<file path="src/hw/rtl/chunked_file_receive_tracker_unit_assert.svh">
// Assertion macros for the chunked file receive tracker
`ifndef CHUNKED_FILE_RECEIVE_TRACKER_UNIT_ASSERT_SVH
`define CHUNKED_FILE_RECEIVE_TRACKER_UNIT_ASSERT_SVH
// Check that an implication holds on every clock edge outside reset
`define CFRT_ASSERT_IMPL(label, ante, cons, msg) \
  label: assert property (@(posedge clk) disable iff (rst) (ante) |-> (cons)) \
    else $error(msg);
// Check that an expression holds in the cycle after a condition
`define CFRT_ASSERT_NEXT(label, ante, cons, msg) \
  label: assert property (@(posedge clk) disable iff (rst) (ante) |=> (cons)) \
    else $error(msg);
`endif

</file>
<file path="src/hw/rtl/cfrt_pkg.sv">
// Package: constants, event codes and types of the chunked file receive tracker
package cfrt_pkg;
  localparam int MaxSlots = 8;
  localparam int MaxChunks = 32;
  localparam int SlotW = (MaxSlots > 1) ? $clog2(MaxSlots) : 1;
  localparam int ChunkW = (MaxChunks > 1) ? $clog2(MaxChunks) : 1;
  localparam int CountW = $clog2(MaxChunks + 1);

  typedef enum logic [1:0] {
    REQ_DEF  = 2'd0,
    REQ_DATA = 2'd1,
    REQ_END  = 2'd2,
    REQ_OTHER = 2'd3
  } req_type_t;

  typedef enum logic [3:0] {
    EV_BAD_FILE   = 4'd0,
    EV_DONE       = 4'd1,
    EV_DUP_DEF    = 4'd2,
    EV_BAD_DEF    = 4'd3,
    EV_DEF_OK     = 4'd4,
    EV_NO_DEF     = 4'd5,
    EV_BAD_SEQ    = 4'd6,
    EV_CORRUPT    = 4'd7,
    EV_STORED     = 4'd8,
    EV_DUP_CHUNK  = 4'd9,
    EV_COMPLETE   = 4'd10,
    EV_INTEG_FAIL = 4'd11,
    EV_RESEND     = 4'd12,
    EV_IGNORED    = 4'd13
  } event_t;

  // Control from the sequencer to the shared compare unit
  typedef struct packed {
    logic [31:0] a;
    logic [31:0] b;
  } cmp_req_t;
endpackage

</file>
<file path="src/hw/rtl/cfrt_cmp.sv">
// Shared 32-bit adder and equality compare used by the sequencer
module cfrt_cmp
  import cfrt_pkg::*;
(
  input  cmp_req_t    req,
  output logic [31:0] sum,
  output logic        equal
);
  assign sum   = req.a + req.b;
  assign equal = (req.a == req.b);
endmodule

</file>
<file path="src/hw/rtl/chunked_file_receive_tracker_unit.sv">
// Top level: chunked file receive tracker with a small sequencer and one shared add/compare unit
// Usage:
//   Input channel: in_valid/in_stall with one port per request field. A request
//   is taken when in_valid is high and in_stall is low.
//   Output channel: out_valid/out_stall carrying event_code, out_file, out_seq
//   and out_last; out_last marks the last event of one request.
//   A data byte that is not last gives no event. A stored chunk gives a second
//   event when it is the last chunk of its file. An end request for a file
//   with missing chunks walks the chunk map, chunk by chunk, and asks for
//   each missing chunk again. Events leave through a registered output stage,
//   and in_stall stays high while a request is at work or an event waits.
//   The walk over the chunk map sets the worst-case latency.
//   A stalled output holds its event until taken; the walk pauses meanwhile.
//   Reset clears every slot (active, done, counts, maps, sums) and the
//   partial chunk sum at once, all slot state being in flip-flops.
`include "chunked_file_receive_tracker_unit_assert.svh"
module chunked_file_receive_tracker_unit
  import cfrt_pkg::*;
(
  input  logic        clk,
  input  logic        rst,
  input  logic        in_valid,
  output logic        in_stall,
  input  logic [1:0]  req_type,
  input  logic [7:0]  file_id,
  input  logic [15:0] seq_num,
  input  logic [15:0] chunk_total,
  input  logic [31:0] check_value,
  input  logic [7:0]  data_byte,
  input  logic        byte_valid,
  input  logic        byte_last,
  output logic        out_valid,
  input  logic        out_stall,
  output logic [3:0]  event_code,
  output logic [7:0]  out_file,
  output logic [15:0] out_seq,
  output logic        out_last
);
  typedef enum logic [2:0] {
    S_IDLE, S_DATA_CHK, S_DATA_ADD, S_END_CHK, S_WALK, S_EMIT
  } state_t;

  state_t state;
  logic [MaxSlots-1:0]  slot_active, slot_done;
  logic [CountW-1:0]    slot_total [MaxSlots];
  logic [CountW-1:0]    slot_count [MaxSlots];
  logic [MaxChunks-1:0] slot_have_map [MaxSlots];
  logic [31:0]          slot_expect_sum [MaxSlots];
  logic [31:0]          slot_running_sum [MaxSlots];
  logic [31:0]          chunk_sum;

  // latched request
  logic [1:0]  r_type;
  logic [7:0]  r_file;
  logic [15:0] r_seq;
  logic [31:0] r_check;
  logic [31:0] r_sum;
  logic [CountW-1:0] walk;
  logic        pend_fin;
  logic        pend_ok;

  cmp_req_t    cmp;
  logic [31:0] cmp_sum;
  logic        cmp_eq;

  cfrt_cmp u_cmp (.req(cmp), .sum(cmp_sum), .equal(cmp_eq));

  logic [SlotW-1:0] fs;
  logic [ChunkW-1:0] cs;
  logic              file_ok;
  logic [15:0]       in_total_q;
  assign fs      = r_file[SlotW-1:0];
  assign cs      = r_seq[ChunkW-1:0];
  assign file_ok = ({24'd0, r_file} < 32'(MaxSlots));

  logic out_free;
  assign out_free = !out_valid || !out_stall;
  assign in_stall = (state != S_IDLE) || out_valid;

  always_comb begin
    cmp.a = 32'd0;
    cmp.b = 32'd0;
    case (state)
      S_IDLE:     begin cmp.a = chunk_sum; cmp.b = {24'd0, data_byte}; end
      S_DATA_CHK: begin cmp.a = r_sum; cmp.b = r_check; end
      S_DATA_ADD: begin cmp.a = slot_running_sum[fs]; cmp.b = r_sum; end
      S_END_CHK:  begin cmp.a = slot_running_sum[fs]; cmp.b = slot_expect_sum[fs]; end
      default:    begin cmp.a = 32'd0; cmp.b = 32'd0; end
    endcase
  end

  task automatic put(input event_t c, input logic [15:0] s, input logic l);
    out_valid  <= 1'b1;
    event_code <= c;
    out_file   <= r_file;
    out_seq    <= s;
    out_last   <= l;
  endtask

  function automatic logic rest_missing(input logic [MaxChunks-1:0] m,
                                        input logic [CountW-1:0] tot,
                                        input logic [CountW-1:0] w);
    logic r;
    r = 1'b0;
    for (int j = 0; j < MaxChunks; j++)
      if (32'(j) > 32'(w) && 32'(j) < 32'(tot) && !m[j]) r = 1'b1;
    return r;
  endfunction

  always_ff @(posedge clk) begin
    if (rst) begin
      state       <= S_IDLE;
      out_valid   <= 1'b0;
      slot_active <= '0;
      slot_done   <= '0;
      chunk_sum   <= 32'd0;
      pend_fin    <= 1'b0;
      pend_ok     <= 1'b0;
      for (int i = 0; i < MaxSlots; i++) begin
        slot_total[i]       <= '0;
        slot_count[i]       <= '0;
        slot_have_map[i]    <= '0;
        slot_expect_sum[i]  <= '0;
        slot_running_sum[i] <= '0;
      end
    end else begin
      if (out_valid && !out_stall) out_valid <= 1'b0;
      case (state)
        S_IDLE: begin
          if (in_valid && !in_stall) begin
            r_type     <= req_type;
            r_file     <= file_id;
            r_seq      <= seq_num;
            r_check    <= check_value;
            in_total_q <= chunk_total;
            if (req_type == REQ_DATA) begin
              if (byte_last) begin
                r_sum     <= byte_valid ? cmp_sum : chunk_sum;
                chunk_sum <= 32'd0;
                state     <= S_DATA_CHK;
              end else if (byte_valid) begin
                chunk_sum <= cmp_sum;
              end
            end else begin
              chunk_sum <= 32'd0;
              state     <= S_END_CHK;
            end
          end
        end
        S_DATA_CHK: begin
          state <= S_EMIT;
          if (!file_ok) put(EV_BAD_FILE, 16'd0, 1'b1);
          else if (slot_done[fs]) put(EV_DONE, 16'd0, 1'b1);
          else if (!slot_active[fs]) put(EV_NO_DEF, 16'd0, 1'b1);
          else if ({16'd0, r_seq} >= 32'(slot_total[fs])) put(EV_BAD_SEQ, r_seq, 1'b1);
          else if (!cmp_eq) put(EV_CORRUPT, r_seq, 1'b1);
          else if (slot_have_map[fs][cs]) put(EV_DUP_CHUNK, r_seq, 1'b1);
          else state <= S_DATA_ADD;
        end
        S_DATA_ADD: begin
          slot_have_map[fs][cs] <= 1'b1;
          slot_count[fs]        <= slot_count[fs] + 1'b1;
          slot_running_sum[fs]  <= cmp_sum;
          pend_fin <= (slot_count[fs] + 1'b1) == slot_total[fs];
          pend_ok  <= (cmp_sum == slot_expect_sum[fs]);
          put(EV_STORED, r_seq, !((slot_count[fs] + 1'b1) == slot_total[fs]));
          state <= S_EMIT;
        end
        S_END_CHK: begin
          state <= S_EMIT;
          if (r_type == REQ_OTHER) put(EV_IGNORED, 16'd0, 1'b1);
          else if (!file_ok) put(EV_BAD_FILE, 16'd0, 1'b1);
          else if (slot_done[fs]) put(EV_DONE, 16'd0, 1'b1);
          else if (r_type == REQ_DEF) begin
            if (slot_active[fs]) put(EV_DUP_DEF, 16'd0, 1'b1);
            else if (in_total_q == 16'd0 || {16'd0, in_total_q} > 32'(MaxChunks))
              put(EV_BAD_DEF, 16'd0, 1'b1);
            else begin
              slot_active[fs]      <= 1'b1;
              slot_total[fs]       <= in_total_q[CountW-1:0];
              slot_count[fs]       <= '0;
              slot_have_map[fs]    <= '0;
              slot_expect_sum[fs]  <= r_check;
              slot_running_sum[fs] <= '0;
              put(EV_DEF_OK, 16'd0, 1'b1);
            end
          end else if (!slot_active[fs]) put(EV_NO_DEF, 16'd0, 1'b1);
          else if (slot_count[fs] == slot_total[fs] && cmp_eq) begin
            slot_done[fs]   <= 1'b1;
            slot_active[fs] <= 1'b0;
            put(EV_COMPLETE, 16'd0, 1'b1);
          end else begin
            put(EV_INTEG_FAIL, 16'd0, slot_count[fs] == slot_total[fs]);
            walk  <= '0;
            state <= (slot_count[fs] == slot_total[fs]) ? S_EMIT : S_WALK;
          end
        end
        S_WALK: begin
          // advance one chunk per cycle; hold while the output is busy
          if (out_free) begin
            if (walk >= slot_total[fs]) state <= S_EMIT;
            else begin
              walk <= walk + 1'b1;
              // last resend when no missing chunk remains past walk
              if (!slot_have_map[fs][walk[ChunkW-1:0]])
                put(EV_RESEND, 16'(walk),
                    !rest_missing(slot_have_map[fs], slot_total[fs], walk));
            end
          end
        end
        S_EMIT: begin
          if (out_free) begin
            if (pend_fin) begin
              pend_fin <= 1'b0;
              if (pend_ok) begin
                slot_done[fs]   <= 1'b1;
                slot_active[fs] <= 1'b0;
                put(EV_COMPLETE, 16'd0, 1'b1);
              end else put(EV_INTEG_FAIL, 16'd0, 1'b1);
            end else state <= S_IDLE;
          end
        end
        default: state <= S_IDLE;
      endcase
    end
  end

  `CFRT_ASSERT_IMPL(a_busy_stall, state != S_IDLE, in_stall, "busy but not stalling")
  `CFRT_ASSERT_NEXT(a_out_hold, out_valid && out_stall, out_valid, "stalled event dropped")
  `CFRT_ASSERT_IMPL(a_slot_excl, 1'b1, (slot_active & slot_done) == '0,
    "slot both active and done")
endmodule

</file>
<file path="config.mk">
export PLATFORM = sky130hd
export DESIGN_NAME = chunked_file_receive_tracker_unit
export DESIGN_NICKNAME = d
export VERILOG_FILES = /design/src/hw/rtl/cfrt_pkg.sv /design/src/hw/rtl/cfrt_cmp.sv /design/src/hw/rtl/chunked_file_receive_tracker_unit.sv
export VERILOG_INCLUDE_DIRS = /design/src /design/src/hw/rtl
export SDC_FILE = /design/constraint.sdc
export NUM_CORES = 2
export LEC_CHECK = 0
export BUFFER_PORTS_ARGS = -buffer_cell sky130_fd_sc_hd__buf_2
export CAP_MARGIN = 20
export CORE_AREA = 2 2 371 373
export DETAILED_ROUTE_END_ITERATION = 6
export DIE_AREA = 0 0 373 375
export GPL_ROUTABILITY_DRIVEN = 0
export PLACE_DENSITY = 0.57
export SYNTH_ARGS = -nofsm -noshare
export SYNTH_HDL_FRONTEND = slang
export SYNTH_SLANG_ARGS = --single-unit
</file>
<file path="constraint.sdc">
create_clock -name clk -period 12.4 [get_ports clk]
set_input_delay 1.24 -clock clk [delete_from_list [all_inputs] [get_ports clk]]
set_output_delay 1.24 -clock clk [all_outputs]
set_load 0.01 [all_outputs]
</file>
### Word level (Yosys, flattened, before mapping)

Memories as Yosys holds them, arrays and structs flattened. A register that Yosys moved wholly into a read port is not among the register bits.
Cells that the tools add are included.

| storage, ports and cells | value |
|---|---|
| memories | 5 |
| memory bits (writable) | 864 |
| word-level logic and storage cells | 551 |
| output and inout port bits | 31 |
| register bits after elaboration | 195 |
| input bits | 88 |

| operators by class | value |
|---|---|
| add/subtract/negate cells | 3 |
| order comparisons | 71 |
| muxes and demuxes | 251 |
| bitwise logic cells | 39 |
| eq/ne operators | 33 |
| reduce and logical (&&, ||, !) cells | 131 |

Memory list:

| name | words | width | read ports | clocked after Yosys merged registers in | wr ports | line | text |
|---|---|---|---|---|---|---|---|
| slot_expect_sum | 8 | 32 | 1 | 1 | 8 | chunked_file_receive_tracker_unit.sv:48 | `logic [31:0] slot_expect_sum [MaxSlots];` |
| slot_have_map | 8 | 32 | 1 | 1 | 8 | chunked_file_receive_tracker_unit.sv:47 | `logic [MaxChunks-1:0] slot_have_map [MaxSlots];` |
| slot_running_sum | 8 | 32 | 1 | 1 | 8 | chunked_file_receive_tracker_unit.sv:49 | `logic [31:0] slot_running_sum [MaxSlots];` |
| slot_count | 8 | 6 | 1 | 1 | 8 | chunked_file_receive_tracker_unit.sv:46 | `logic [CountW-1:0] slot_count [MaxSlots];` |
| slot_total | 8 | 6 | 1 | 1 | 8 | chunked_file_receive_tracker_unit.sv:45 | `logic [CountW-1:0] slot_total [MaxSlots];` |

Operators with widths:

| cell | number |
|---|---|
| 2-to-1 mux 32 bit | 9 |
| one-hot mux 64 bit (4 select lines) | 1 |
| 2-to-1 mux 8 bit | 31 |
| 2-to-1 mux 16 bit | 11 |
| 2-to-1 mux 1 bit | 131 |
| greater-than comparator 5 x 6 -> 1 bit, first input constant | 16 |
| < comparator 5 x 6 -> 1 bit, first input constant | 16 |
| OR reduction 32 bit | 3 |
| one-hot mux 16 bit (5 select lines) | 1 |
| 2-to-1 mux 3 bit | 25 |
| logical AND 1 bit | 67 |
| 2-to-1 mux 6 bit | 11 |
| equality test 32 bit | 2 |
| 2-to-1 mux 4 bit | 16 |
| greater-than comparator 4 x 6 -> 1 bit, first input constant | 8 |
| < comparator 4 x 6 -> 1 bit, first input constant | 8 |
| zero test 1 bit | 36 |
| bitwise OR 1 bit | 34 |
| adder 32 bit | 1 |
| != test 2 bit, second input constant | 16 |
| one-hot mux 8 bit (2 select lines) | 2 |
| one-hot mux 8 bit (4 select lines) | 1 |
| greater-than comparator 3 x 6 -> 1 bit, first input constant | 4 |
| < comparator 3 x 6 -> 1 bit, first input constant | 4 |
| other kinds (52) | 74 |

### Longest topological paths before layout

| depth | value |
|---|---|
| word-level depth | 44 |
| gate-level depth with buffers | 25 |
| mapped depth without buffers | 17 |

### Hierarchy

A second synthesis with hierarchy kept.

| second synthesis, totals | value |
|---|---|
| cells, all modules | 4,253 |
| area, all modules | 53,714.0 µm² |

Modules (own cells, without submodules):

| module | seq. area each (µm²) | instances | cells each | area an instance (µm²) |
|---|---|---|---|---|
| chunked_file_receive_tracker_unit | 31,320.0 | 1 | 3,975 | 51,719.6 |
| cfrt_cmp | 0.0 | 1 | 278 | 1,994.4 |

### Worst setup path after synthesis

OpenSTA, ideal clock, no wires.

| timing path | value |
|---|---|
| kind | register -> register |
| start point | register with a tool-made name |
| end point | register event_code[0] (enable) |
| buffers on the path | 10 |
| setup time | 425 ps |
| data arrival time | 5,505 ps |
| setup slack | 6,470 ps |
| stages on the path, launching flop included | 24 |
| data required time | 11,975 ps |
| period minus slack after synthesis | 5,930 ps |
| path through | dfxtp_1 > buf_6 > buf_12 > buf_12 > buf_12 > buf_12 > buf_4 > buf_4 > buf_2 > buf_2 > mux4_2 > mux2i_1 > a211oi_1 > ha_1 > clkbuf_1 > nor3_1 > nand4_1 > nor2_1 > o21ai_1 > a2111oi_2 > o211ai_1 > or2_0 > a211oi_1 > nor3_1 |

RTL lines:

| what | line | text |
|---|---|---|
| end, declared | chunked_file_receive_tracker_unit.sv:34 | `output logic [3:0] event_code,` |

==> impl_metrics.tcl <==
set metrics [dict create \
    status "completed" \
    ys_ff_latch 1062 \
    cpPeakStageDelay_ps 830 \
    avgRoutedWirePerCell_um 27.10 \
    synthToLayoutAreaGrowth_pct 9.964 \
    synth_top_area_share_pct 55.77 \
    finClkSkew_ps 31.32 \
    power_density_nw_per_um2 188.9 \
    setup_tns_ps 0 \
    final.min_clock_period_ps 6774 \
    yosysSeqAreaShare_pct 57.88 \
    peakVddDrop_mv 0.1319 \
    drtIter0Drc 4110 \
    slew_headroom_pct 17.83 \
    clk_pin_slew_ps 60 \
    insertion_delay_ps 740 \
    die_y_um 375 \
    placementRows 136 \
    finalPower_mw 11.24 \
    via_per_inst 5.969 \
    rsz0062_at_grt "false" \
    grtUsageTotal_pct 23.38 \
    synthArstFlopShare_pct 0 \
    worst_r2r_endpoint "out_seq[12]" \
    grt_pass1_wl_um 245100 \
    num_vias 36530 \
    netlist-cell-type-count 94 \
    max_freq_mhz 147.6 \
    synth_largest_area_cell "edfxtp_1" \
    dieArea_um2 139900 \
    routed_wl_um 165900 \
    holdPathEnd "out_file[3]" \
    synth_cells 4334 \
    maxSlewViolCount 0 \
    cts_buffers 113 \
    power.leakage_nw 21.60 \
    boundaryPins 119 \
    worstMarginPinSlew_ps 1221 \
    ff2ff_setup_slack_ps 5630 \
    drive_above_1_share_pct 15.82 \
    antenna_found_initial 7 \
    ys.flop_type "edfxtp_1" \
    overflow 0 \
    drv_cap 0 \
    worstPathArrival_ps 7230 \
    crit_slowest_cell "dfxtp_4" \
    clock-sinks 1062 \
    cts_setup_buffers 0 \
    setup_viol 0 \
    hold_viol 0 \
    ys_top_cells_by_area "edfxtp_1 56%, mux4_2 7.5%, nor2_1 5.6%" \
    critical_path.startpoint_type "flip-flop" \
    final_nets 4366 \
    design_area_um2 59500 \
    avgSynthCellArea_um2 12.49 \
    path_max_fanout 45 \
    worstPathRequired_ps 12860 \
    coreArea_um2 136300 \
    criticalPathCategory "reg2reg" \
    first_global_vias 36340 \
    cp_num_buf_inv 2 \
    critical_path.cell_chain "buf_4 > mux4_2 > mux2i_1 > nor2_1 > a21oi_1 > a211oi_1 > ha_1 > nor4_1 > nand4_1 > nor2_1 > o21ai_1 > a2111oi_2 > o211ai_1 > or2_0 > a211oi_1 > nor3_2 > buf_4" \
    hold_path.class "reg2reg" \
    grt_max_degree 265 \
    drc_errors 0 \
    netlist_area_um2 54110 \
    post-dp-hpwl_um 95210 \
    synth_enable_flop_cells 1005 \
    end_kind "flip-flop" \
    fillCellCount 12420 \
    chipWidth_um 373 \
    synth_nets 4470 \
    cpLargestDelayFamily "compound AO/OA/AOI/OAI gates" \
    min_path_cells 0 \
    start_util_pct 39.70 \
    yosysWarnings 0 \
    cts_tree "built" \
    ff2ff_path_depth 17 \
    cts.hold.buffers_added 0 \
    cts_max_level 3 \
    clk_path_buf_depth 3 \
    cts-resized-gates 0 \
    io_buffers 118 \
    place_area_um2 55840 \
    hold_start "r_file[3]" \
    dr.pass1.iters 5 \
    route.antenna.remaining_nets 0 \
    root_buffer "clkbuf_16" \
    fin_crit_sh_pct 54.63 \
]
-- cell usage after synthesis (24+ instances only) --
library cell,n
clkbuf_1,291
buf_1,39
a21o_1,30
and3_1,313
nor2b_1,51
nand3_1,38
nor3_1,40
mux4_2,181
inv_1,32
nand2b_1,24
a22oi_1,52
xnor2_1,41
a21oi_1,111
xor2_1,29
nand2_1,161
nor2_1,812
a211oi_1,96
o21bai_1,254
mux2i_1,93
edfxtp_1,1005
and2_1,25
ha_1,47
buf_2,55
o21ai_0,65
mux2_2,50
dfxtp_1,57
mux4_1,39
-- logic make-up after synthesis --
logic type	synth area share, %
buffers and inverters	3.771
AOI/OAI and AO/OA	9.862
xor gates and xnor gates	1.302
and+or+nand+nor	13.64
muxes	12.40
DFF	57.88
adders and majority gates	1.142
-- worst register-to-register path, delay by kind of cell, from the launching register on --
kind / cells / cell delay (ps)
AOI/OAI and AO/OA: 6 / 1590
muxes: 2 / 1350
adders and majority gates: 1 / 420
and+or+nand+nor: 6 / 1310
DFF: 1 / 830
buffers and inverters: 2 / 1000
-- how the worst max path moves through the flow --
stage                   start             to  depth (start not counted)
floorplan           flip-flop  event_code[0]                         23
global placement    flip-flop        pend_ok                         17
detailed placement  flip-flop     out_seq[9]                         17
CTS                 flip-flop    out_seq[15]                         17
global route        flip-flop        pend_ok                         17
finish              flip-flop    out_seq[12]                         17
-- layout make-up --
class	count	area, µm²	share of cell area [%]
repair buffers	196	1216	2.044
well taps	1794	2245	3.772
inverters	37	138.9	0.2334
clock buffers	154	3146	5.286
flip-flops and latches	1062	31340	52.67
clock inverters	56	491.7	0.8264
diodes	1	2.502	0.004206
multi-input cells	2820	20920	35.16
-- flip-flops by register name, summed over array words and instances, names as in the netlist, 2 cells and up, named ones only --
signal and count:
slot_expect_sum 256, slot_have_map 256, slot_running_sum 256, slot_count 48
slot_total 48, chunk_sum 32, r_check 32, r_sum 32
in_total_q 16, out_seq 16, r_seq 16, out_file 8
r_file 8, slot_done 8, walk 6, event_code 4
state 3, r_type 2
-- metrics by stage --
stage,std cells,hold slack [ps],utilization (%),setup WS (ps)
after floorplan,4334,416.9,-,6470
after global placement,5907,430.6,40.97,5770
after detailed placement,5907,427.8,40.97,5704
after CTS,6117,441.0,43.64,5649
after global routing,6119,448.9,43.65,5087
final,6120,440.4,43.66,5626
-- report_power, final --
part | internal [mW] | leakage (nW) | switching (mW)
clock network | 1.92 | 1.79 | 1.45
registers | 4.13 | 10.7 | 0.210
logic | 1.22 | 9.13 | 2.31
total | 7.27 | 21.6 | 3.97
-- cell usage in the layout (no fill, tap or decap), types with 23 or more instances in the layout --
cell,instances
a211oi_1,96
a21oi_1,111
a22oi_1,52
and3_1,312
buf_2,117
buf_4,75
clkbuf_1,28
clkbuf_16,116
dfxtp_1,51
edfxtp_1,1005
ha_1,47
inv_1,32
mux2_2,50
mux2i_1,93
mux4_1,39
mux4_2,181
nand2_1,153
nand3_1,37
nor2_1,809
nor2b_1,49
nor3_1,35
nor4_1,23
o21ai_0,64
o21bai_1,254
xnor2_1,41
xor2_1,29
-- layer usage --
metal	track usage, %	vias up	part of all wire, %
li1	-	16100	-
met1	31.48	18660	41
met2	38.45	1504	48
met3	4.522	265	7.9
met4	6.757	4	2.8
met5	0	-	0.11
(Power assumes the default switching activity.)
